## config.mk

```make
export PLATFORM = sky130hd
export DESIGN_NAME = rgb_quad_to_nv12_unit
export DESIGN_NICKNAME = d
export VERILOG_FILES = /design/src/hw/rtl/rqn_pkg.sv /design/src/hw/rtl/rqn_luma.sv /design/src/hw/rtl/rqn_chroma.sv /design/src/hw/rtl/rgb_quad_to_nv12_unit.sv
export VERILOG_INCLUDE_DIRS = /design/src /design/src/hw/rtl
export SDC_FILE = /design/constraint.sdc
export NUM_CORES = 2
export LEC_CHECK = 0
export BUFFER_PORTS_ARGS = -buffer_cell sky130_fd_sc_hd__buf_2
export CORE_MARGIN = 3
export CORE_UTILIZATION = 45
export DETAILED_ROUTE_END_ITERATION = 6
export SLEW_MARGIN = 40
export SYNTH_ARGS = -nofsm -noshare
export SYNTH_HDL_FRONTEND = slang
export SYNTH_SLANG_ARGS = --single-unit
```

## constraint.sdc

```tcl
create_clock -name clk -period 23.6 [get_ports clk]
set_input_delay 1.18 -clock clk [delete_from_list [all_inputs] [get_ports clk]]
set_output_delay 1.18 -clock clk [all_outputs]
set_load 0.05 [all_outputs]
```

## src/hw/rtl/rgb_quad_to_nv12_unit_macros.svh

```systemverilog
// Assertion macros for the RGB quad to NV12 converter.
// Used by the top level only; depends on nothing else.
`ifndef RGB_QUAD_TO_NV12_UNIT_MACROS_SVH
`define RGB_QUAD_TO_NV12_UNIT_MACROS_SVH

// Same-cycle implication, disabled while reset is high.
`define RQN_ASSERT_IMPLIES(label, clk, rst, ante, cons) \
  label: assert property (@(posedge clk) disable iff (rst) (ante) |-> (cons)) \
    else $error("rqn assertion failed");

// Next-cycle implication, disabled while reset is high.
`define RQN_ASSERT_NEXT(label, clk, rst, ante, cons) \
  label: assert property (@(posedge clk) disable iff (rst) (ante) |=> (cons)) \
    else $error("rqn assertion failed");

`endif

```

## src/hw/rtl/rqn_pkg.sv

```systemverilog
// Shared types and constants for the RGB quad to NV12 converter.
// Holds the pixel type, field widths and BT.601 fixed-point coefficients.
`timescale 1ns / 1ps
`default_nettype none

package rqn_pkg;

  localparam int COMP_W      = 8;
  localparam int QUAD_PIXELS = 4;
  localparam int PIXEL_BITS  = 3 * COMP_W;
  localparam int IN_BITS     = QUAD_PIXELS * PIXEL_BITS;
  localparam int OUT_BITS    = (QUAD_PIXELS + 2) * COMP_W;

  localparam int LUMA_W = 25;
  localparam int SUM_W  = 10;
  localparam int CHR_W  = 28;

  localparam logic [LUMA_W-1:0] LUMA_RED    = 25'd16843;
  localparam logic [LUMA_W-1:0] LUMA_GREEN  = 25'd33030;
  localparam logic [LUMA_W-1:0] LUMA_BLUE   = 25'd6423;
  localparam logic [LUMA_W-1:0] LUMA_OFFSET = 25'd1081344;

  localparam logic signed [CHR_W-1:0] CB_RED    = -28'sd9699;
  localparam logic signed [CHR_W-1:0] CB_GREEN  = -28'sd19071;
  localparam logic signed [CHR_W-1:0] CB_BLUE   = 28'sd28770;
  localparam logic signed [CHR_W-1:0] CR_RED    = 28'sd28770;
  localparam logic signed [CHR_W-1:0] CR_GREEN  = -28'sd24117;
  localparam logic signed [CHR_W-1:0] CR_BLUE   = -28'sd4653;
  // Four times the per-pixel chroma offset, since the quad is summed.
  localparam logic signed [CHR_W-1:0] CHROMA_OFFSET4 = 28'sd34078720;

  typedef logic [COMP_W-1:0] byte_t;

  typedef struct packed {
    byte_t blue;
    byte_t green;
    byte_t red;
  } pixel_t;

endpackage

`default_nettype wire

```

## src/hw/rtl/rqn_luma.sv

```systemverilog
// Luma of one pixel: weighted RGB sum plus offset, truncated and saturated.
// Depends on rqn_pkg.
`timescale 1ns / 1ps
`default_nettype none

module rqn_luma
  import rqn_pkg::*;
(
  input  pixel_t px,
  output byte_t  luma
);

  logic [LUMA_W-1:0] y_sum;

  always_comb begin
    y_sum = LUMA_RED * {{(LUMA_W-COMP_W){1'b0}}, px.red}
          + LUMA_GREEN * {{(LUMA_W-COMP_W){1'b0}}, px.green}
          + LUMA_BLUE * {{(LUMA_W-COMP_W){1'b0}}, px.blue}
          + LUMA_OFFSET;
    if (y_sum[LUMA_W-1]) begin
      luma = '1;
    end else begin
      luma = y_sum[LUMA_W-2:16];
    end
  end

endmodule

`default_nettype wire

```

## src/hw/rtl/rqn_chroma.sv

```systemverilog
// Averaged Cb and Cr of a 2x2 quad, truncated and saturated to a byte.
// Sums each color over the quad first, then applies the coefficients once.
// Depends on rqn_pkg.
`timescale 1ns / 1ps
`default_nettype none

module rqn_chroma
  import rqn_pkg::*;
(
  input  pixel_t px [QUAD_PIXELS],
  output byte_t  blue_chroma,
  output byte_t  red_chroma
);

  logic [SUM_W-1:0] red_sum;
  logic [SUM_W-1:0] green_sum;
  logic [SUM_W-1:0] blue_sum;
  logic signed [CHR_W-1:0] red_ext;
  logic signed [CHR_W-1:0] green_ext;
  logic signed [CHR_W-1:0] blue_ext;
  logic signed [CHR_W-1:0] cb_sum;
  logic signed [CHR_W-1:0] cr_sum;

  function automatic byte_t sat_chroma(input logic signed [CHR_W-1:0] v);
    byte_t r;
    if (v[CHR_W-1]) begin
      r = '0;
    end else if (v[CHR_W-2:18] > 9'd255) begin
      r = '1;
    end else begin
      r = v[25:18];
    end
    return r;
  endfunction

  always_comb begin
    red_sum   = '0;
    green_sum = '0;
    blue_sum  = '0;
    for (int p = 0; p < QUAD_PIXELS; p++) begin
      red_sum   = red_sum + {{(SUM_W-COMP_W){1'b0}}, px[p].red};
      green_sum = green_sum + {{(SUM_W-COMP_W){1'b0}}, px[p].green};
      blue_sum  = blue_sum + {{(SUM_W-COMP_W){1'b0}}, px[p].blue};
    end
    red_ext   = $signed({{(CHR_W-SUM_W){1'b0}}, red_sum});
    green_ext = $signed({{(CHR_W-SUM_W){1'b0}}, green_sum});
    blue_ext  = $signed({{(CHR_W-SUM_W){1'b0}}, blue_sum});
    cb_sum = CB_RED * red_ext + CB_GREEN * green_ext + CB_BLUE * blue_ext
           + CHROMA_OFFSET4;
    cr_sum = CR_RED * red_ext + CR_GREEN * green_ext + CR_BLUE * blue_ext
           + CHROMA_OFFSET4;
    blue_chroma = sat_chroma(cb_sum);
    red_chroma  = sat_chroma(cr_sum);
  end

endmodule

`default_nettype wire

```

## src/hw/rtl/rgb_quad_to_nv12_unit.sv

```systemverilog
// Top level of the RGB quad to NV12 converter: stream ports and pipeline.
// Depends on rqn_pkg, rqn_luma, rqn_chroma and the assertion macro header.
//
// The unit converts one 2x2 quad of 8-bit RGB pixels per transaction into four
// BT.601 studio-range luma bytes and one averaged Cb/Cr pair. It accepts one
// quad per clock cycle while the output is not stalled: the quad is captured
// in an input register, converted by constant-coefficient logic and held in
// the result register, which lets a new quad enter while a result waits.
`timescale 1ns / 1ps
`default_nettype none
`include "rgb_quad_to_nv12_unit_macros.svh"

module rgb_quad_to_nv12_unit
  import rqn_pkg::*;
(
  input  logic                clk,
  input  logic                rst,
  input  logic                s_axis_tvalid,
  output logic                s_axis_tready,
  // Fields from bit 0 up: top_left red, green, blue; top_right red, green,
  // blue; bottom_left red, green, blue; bottom_right red, green, blue.
  input  logic [IN_BITS-1:0]  s_axis_tdata,
  output logic                m_axis_tvalid,
  input  logic                m_axis_tready,
  // Fields from bit 0 up: top_left_luma, top_right_luma, bottom_left_luma,
  // bottom_right_luma, blue_chroma, red_chroma.
  output logic [OUT_BITS-1:0] m_axis_tdata
);

  pixel_t px_in [QUAD_PIXELS];
  pixel_t stage_px [QUAD_PIXELS];
  logic   stage_valid;
  logic   stage_load;
  logic   out_load;
  byte_t  luma [QUAD_PIXELS];
  byte_t  blue_chroma;
  byte_t  red_chroma;
  logic [OUT_BITS-1:0] result;

  always_comb begin
    for (int p = 0; p < QUAD_PIXELS; p++) begin
      px_in[p].red   = s_axis_tdata[p*PIXEL_BITS +: COMP_W];
      px_in[p].green = s_axis_tdata[p*PIXEL_BITS + COMP_W +: COMP_W];
      px_in[p].blue  = s_axis_tdata[p*PIXEL_BITS + 2*COMP_W +: COMP_W];
    end
  end

  assign out_load      = !m_axis_tvalid || m_axis_tready;
  assign stage_load    = !stage_valid || out_load;
  assign s_axis_tready = stage_load;

  always_ff @(posedge clk) begin
    if (rst) begin
      stage_valid <= 1'b0;
    end else if (stage_load) begin
      stage_valid <= s_axis_tvalid;
    end
  end

  always_ff @(posedge clk) begin
    if (s_axis_tvalid && stage_load) begin
      stage_px <= px_in;
    end
  end

  for (genvar p = 0; p < QUAD_PIXELS; p++) begin : g_luma
    rqn_luma u_luma (
      .px   (stage_px[p]),
      .luma (luma[p])
    );
  end

  rqn_chroma u_chroma (
    .px          (stage_px),
    .blue_chroma (blue_chroma),
    .red_chroma  (red_chroma)
  );

  always_comb begin
    for (int p = 0; p < QUAD_PIXELS; p++) begin
      result[p*COMP_W +: COMP_W] = luma[p];
    end
    result[QUAD_PIXELS*COMP_W +: COMP_W]     = blue_chroma;
    result[(QUAD_PIXELS+1)*COMP_W +: COMP_W] = red_chroma;
  end

  always_ff @(posedge clk) begin
    if (rst) begin
      m_axis_tvalid <= 1'b0;
    end else if (out_load) begin
      m_axis_tvalid <= stage_valid;
    end
  end

  always_ff @(posedge clk) begin
    if (out_load && stage_valid) begin
      m_axis_tdata <= result;
    end
  end

  `RQN_ASSERT_IMPLIES(a_no_accept_when_full, clk, rst,
    s_axis_tvalid && s_axis_tready, !(stage_valid && m_axis_tvalid && !m_axis_tready))
  `RQN_ASSERT_IMPLIES(a_output_from_stage, clk, rst,
    m_axis_tvalid && !$past(m_axis_tvalid), $past(stage_valid))
  `RQN_ASSERT_NEXT(a_result_loaded, clk, rst,
    out_load && stage_valid, m_axis_tvalid && (m_axis_tdata == $past(result)))

endmodule

`default_nettype wire

```

* Yosys cells after proc, flatten, opt, wreduce, memory -nomap -nowiden
Index checks and enable logic that the tools add are counted.
Cells by class: $add $sub $neg 27, multiply operators 18, magnitude comparators 2, mux-type cells 2, reductions and logical operators 6
Operators by type and width (number):
- $mul A15 B8 Y23 const A | 8
- $add A28 B28 Y28 | 4
- $add A23 B24 Y25 | 4
- $add A25 B21 Y25 | 4
- $add A25 B21 Y25 const B | 4
- $mul A13 B8 Y21 const A | 4
- $add A10 B8 Y10 | 6
- $add A28 B27 Y28 const B | 2
- $mul A16 B11 Y27 const A | 2
- $mul A14 B10 Y24 const A | 2
- $add A8 B8 Y9 | 3
- $mul A15 B11 Y26 const A | 1
- $mul A14 B11 Y25 const A | 1
- $gt A9 B8 Y1 const B | 2
- $mux W8 | 2
- $logic_and A1 B1 Y1 | 2
- $logic_not A1 Y1 | 2
- $logic_or A1 B1 Y1 | 2
Word-level totals: register bits after elaboration 146, input bits 100, output and inout bits 50, word-level logic and storage cells 75

* Logic depth before layout (Yosys ltp)
depth after elaboration 9, depth in mapped cells 49, depth with buffers taken out 49

* By module
A second synthesis with hierarchy kept.
Second synthesis, totals: cells, all modules 4633, area, all modules 47199.0 um^2
Modules (own cells, without submodules):
- rqn_chroma | times used 1, cells an instance 2210, area an instance 21697.1 um^2, sequential area each 0.0 um^2
- rqn_luma at g_luma[1].u_luma | times used 1, cells an instance 579, area an instance 5323.9 um^2, sequential area each 0.0 um^2
- rqn_luma at g_luma[3].u_luma | times used 1, cells an instance 577, area an instance 5318.9 um^2, sequential area each 0.0 um^2
- rqn_luma at g_luma[0].u_luma | times used 1, cells an instance 563, area an instance 5240.0 um^2, sequential area each 0.0 um^2
- rqn_luma at g_luma[2].u_luma | times used 1, cells an instance 550, area an instance 5191.2 um^2, sequential area each 0.0 um^2
- rgb_quad_to_nv12_unit | times used 1, cells an instance 154, area an instance 4428.0 um^2, sequential area each 4364.2 um^2

* Worst setup path before layout
No wires, ideal clock.
path kind flip-flop to flip-flop, start point reg stage_px[72] in the netlist's numbering, end point reg m_axis_tdata[32] (data pin), setup time 0.255 ns, data arrival time 10.084 ns, data required time 23.345 ns, setup slack 13.261 ns, cell stages (with the launch flop) 42, buffers on the path 0, period minus slack after synthesis 10.339 ns, path through edfxtp_1 > ha_1 > inv_1 > fa_1 > fa_1 > inv_1 > ha_1 > fa_1 > a21oi_1 > nor2_1 > nor2_1 > o21bai_1 > a21oi_1 > xnor2_1 > inv_1 > fa_1 > ha_1 > inv_1 > [6 not listed] > o21ai_0 > a21oi_1 > nor2b_1 > o21ai_0 > xnor2_1 > fa_1 > ha_1 > ha_1 > a211o_1 > a41o_1 > a211oi_1 > o21ai_0 > o21a_1 > o31a_1 > o211a_1 > or4_1 > o211ai_2 > o21ba_2
On the way: longest elaborated chain between the ends 9
RTL lines:
- start: declaration | line rgb_quad_to_nv12_unit.sv:31 | pixel_t stage_px [QUAD_PIXELS];
- start signal: assignment | line rgb_quad_to_nv12_unit.sv:62 | stage_px <= px_in;
- $add A8 B8 Y9 (*) | line rqn_chroma.sv:41 | red_sum = red_sum + {{(SUM_W-COMP_W){1'b0}}, px[p].red};
- $add A10 B8 Y10 (*) (2 in a row) | line rqn_chroma.sv:41
- $mul A15 B11 Y26 (*) | line rqn_chroma.sv:48 | cb_sum = CB_RED * red_ext + CB_GREEN * green_ext + CB_BLUE * blue_ext
- $add A28 B28 Y28 (*) (2 in a row) | line rqn_chroma.sv:48
- $add A28 B27 Y28 (*) | line rqn_chroma.sv:49 | + CHROMA_OFFSET4;
- $gt A9 B8 Y1 | line rqn_chroma.sv:28 | end else if (v[CHR_W-2:18] > 9'd255) begin
- $mux W8 | line rqn_chroma.sv:28
- end signal: assignment | line rgb_quad_to_nv12_unit.sv:97 | m_axis_tdata <= result;
- end: declaration | line rgb_quad_to_nv12_unit.sv:27 | output logic [OUT_BITS-1:0] m_axis_tdata
Every way passes the cells marked *; elsewhere a longest branch is shown, timed or not. A chain may end at the register's enable or synchronous reset.

* Worst setup path after layout
start point reg stage_px[64] in the netlist's numbering, end point reg m_axis_tdata[46] (data pin)
On the way: longest elaborated chain between the ends 8
RTL lines:
- $add A8 B8 Y9 (*) | line rqn_chroma.sv:43 | blue_sum = blue_sum + {{(SUM_W-COMP_W){1'b0}}, px[p].blue};
- $add A10 B8 Y10 (*) (2 in a row) | line rqn_chroma.sv:43
- $mul A14 B11 Y25 (*) | line rqn_chroma.sv:50 | cr_sum = CR_RED * red_ext + CR_GREEN * green_ext + CR_BLUE * blue_ext
- $add A28 B28 Y28 (*) | line rqn_chroma.sv:50
- $add A28 B27 Y28 (*) | line rqn_chroma.sv:51 | + CHROMA_OFFSET4;
- $gt A9 B8 Y1 | line rqn_chroma.sv:28
- $mux W8 | line rqn_chroma.sv:28
Marked as above.

==> results.txt <==
The tools report the clock tree buffer depth as 2. The number of enable flip-flop cells after synthesis is 144. The detail route stage leaves a number of antenna-violating nets equal to 0.

In the final layout, flip-flops and latches occupy 4364 um^2. In this run the count of I/O pins placed on the die edge is 150. The placed instance count came out at 6278.

STA classifies the critical path endpoint as a register. For the overall die area, the log shows 108000 um^2. The category of the critical setup timing path is reg -> reg. The synthesized-area fraction occupied by ao, oa, aoi and oai cells was 7.848%. In this run the core area contains 117 standard-cell rows. In this design, the stage delay of the slowest critical-path cell is 640 ps. Summed over all layers, the routed wires come to 114.1 mm. The post-detailed-route wirelength per cell is 18.08 um, and the simple-gate area share of the yosys netlist is 5.157%.

CTS placed an instance of clkbuf_16 at the clock tree root. The residual DRC count is 0. The actual transition at the worst max-transition pin was 835.1 ps. The run gives 6884 as the final-stage net count. The post-route netlist has 5.198% of its cells at a drive strength greater than 1. The tools report the overall track demand over capacity in global routing as 22.07%. The worst register-to-register path has a setup slack of 11950 ps.

For this design, the CTS-stage hold fixing added 0 buffers. The number of global-route vias before repair was 33937. Post-CTS timing repair inserted 0 buffers for setup. The number of sinks driven by the clock tree is 146. The final max-slew violation count is 0. In this run the tightest slew margin relative to its limit is 44.33%. The count of instances resized after the clock tree is built is 0, and the multiplexer share of the synthesized area is 0.04273%. In this run, CTS created clock tree buffers numbering 17. Setup repair after global routing left no endpoint under its margin. Setup violations remaining at the end of the flow were counted as 0.

The total overflow left after global routing is 0. Yosys printed 0 warnings. The number of optimization iterations in the first detailed-route pass came out at 6.

Fill cells in the final layout number 9686. Once the floorplan was initialized, standard cells occupied 45.72% of the core. The main combinational cell family by area after synthesis is adder cells. Of the total synthesized cell area, the portion taken by full adders, half adders and majority gates is 61.20%.

The tools report the number of nets in the synthesized netlist as 6696. The overall via count from detail_route is 31575. After detailed routing, the number of vias per cell comes to 5.002.

The run gives 184.2 mm as the global-route wire length before repair. The maximum net fanout on the critical path is 8. After synthesis, the share of flip-flops with an asynchronous set or reset is 0%. For the iteration-0 DRC count of the detailed router, the log shows 1410. The flow ran to the end, and the final reports show no timing, DRC or antenna violations. Measured on the finished design, the core utilization comes to 48.97%. The worst setup path is launched from a register.

The number of endpoints with negative hold slack in the final report is 0. The path class of the tightest hold or removal check is reg -> reg. The quantity of I/O buffers inserted on ports is 149, and the register clock-pin slew on the reported worst setup and hold paths is 80 ps. Worst slack at placement: 11990 ps. The initial antenna violation count is 1. The floorplan step set the die width to 328.7 um. Entering global routing, the biggest net connects 60 pins.

The clock latency at the later pin of the worst-skew pair is 500 ps. The library cell used most frequently in the layout, excluding fill and tap cells, is inv_1. Setup slack closes at 11950 ps.

Adding up every negative setup slack in the final design gives 0 ps. For this run, the leading register cell type out of synthesis is edfxtp_1. After synthesis, flip-flops and latches occupy 9.314% of the total area.

Dividing the synthesized area by the synthesized cell count gives 9.878 um^2. TritonCTS built the clock tree. The growth of design area from synthesis to finish came out at 7.095%.

The post-synthesis share of cell area spent on xor and xnor gates is 4.882%, and the worst path arrival time is 11910 ps. The worst path uses 49.38% of the clock period. The time the worst path needs with I/O delays and setup is 11650 ps, and the area of the multi-input gates is 37120 um^2.

The run gives 85.80 MHz as the peak clock frequency supported by timing. The master of the slowest instance on the critical path was edfxtp_1. Detailed placement finished with a half-perimeter wire length of 102.2 mm. Routability-driven placement finished with a final weighted congestion of 0.9172.

The tools report the max-capacitance violation count as 0. The cell area that synthesis handed to floorplanning was 46850 um^2. The number of synthesized register bits came out at 146. For this run, the number of standard cells in the final layout without fillers is 6312.

The die outline height came out at 328.7 um. For the worst setup path, the data required time is 23860 ps. The floorplan step defined a core boundary enclosing 102500 um^2. The number of antenna diodes in the final layout is 0. CTS built an H-tree with a depth of 4.

For the instance count of the mapped netlist, the log shows 4743. The top cell types in the final layout, fill and taps aside, are 1440 x inv_1, 1122 x ha_1, 731 x fa_1. The netlist uses 69 different library cells. For the final database, setup skew stands at 19.68 ps.
-- synth_stat cells, types with 11 or more instances --
| cell type | instances | share of area [%] |
|---|---|---|
| inv_1 | 1441 | 12 |
| ha_1 | 1122 | 30 |
| fa_1 | 731 | 31 |
| xnor2_1 | 170 | 3.2 |
| a21oi_1 | 149 | 1.6 |
| edfxtp_1 | 144 | 9.2 |
| nor2_1 | 127 | 1.0 |
| nand2_1 | 107 | 0.86 |
| o21ai_0 | 104 | 1.1 |
| xor2_1 | 88 | 1.6 |
| a21o_1 | 66 | 1.1 |
| nor3_1 | 52 | 0.56 |
| nand3_1 | 45 | 0.48 |
| o21a_1 | 42 | 0.67 |
| o21bai_1 | 37 | 0.59 |
| nand2b_1 | 30 | 0.40 |
| nor2b_1 | 23 | 0.31 |
| and3_1 | 19 | 0.25 |
| a31oi_1 | 17 | 0.23 |
| o211ai_1 | 16 | 0.26 |
| or2_2 | 16 | 0.21 |
| or3_1 | 15 | 0.20 |
| a211oi_1 | 14 | 0.22 |
| a31o_2 | 12 | 0.22 |
| a21boi_0 | 11 | 0.18 |
-- flip-flops by register name, indices dropped and copies added, names as in the netlist --
name / cells
stage_px: 96
m_axis_tvalid: 1
stage_valid: 1
m_axis_tdata: 48
-- per-stage QoR --
stage	cell area, um^2	hold slack (ps)
2_1_floorplan	46850	477.8
3_3_place_gp	49460	515.7
3_5_place_dp	49490	515.0
4_1_cts	50130	529.0
5_1_grt	50180	558.8
6_report	50180	529.9
-- critical path, delay by kind of cell (launching register included) --
family	cells	cell delay, ps
compound gates	14	3250
flops	1	640
simple gates	6	1370
xor+xnor	2	420
fa+ha+maj	14	5350
buf+inv	4	390
-- per-layer routing --
metal  GRT usage, %  vias to the layer above  wire length [um]
met1          28.74                    15588             50210
li1               -                    15426                 -
met3          2.115                      106              3608
met2          39.67                      455             57960
met5              0                        -                 0
met4          4.837                        0              2362
-- worst paths after layout --
kind                                         end          from  depth (start not counted)
worst max-delay path            m_axis_tdata[46]  stage_px[64]                         40
worst min-delay path               m_axis_tvalid   stage_valid                          2
worst max register to register  m_axis_tdata[46]  stage_px[64]                         40
worst min register to register     m_axis_tvalid   stage_valid                          2
-- cell type report --
class / instances / area share (%)
clock buffers: 17 / 0.8478
clock inverters: 15 / 0.4264
inverters: 1441 / 10.78
multi-input cells: 3154 / 73.97
flip-flops and latches: 146 / 8.697
well taps: 1368 / 3.411
repair buffers: 171 / 1.865
-- cell families (layout without fill, tap and decap cells) --
logic type	Yosys count	in the layout
XOR/XNOR	259	259
flip-flops	146	146
AND/OR/NAND/NOR	488	488
multiplexers	2	2
AO/OA/AOI/OAI	552	552
buffers and inverters	1443	1644
adder cells (fa/ha/maj)	1853	1853
Power is left out: the tool's default activity adds up to more than one toggle a clock period on the data nets, which glitch-free logic cannot reach.
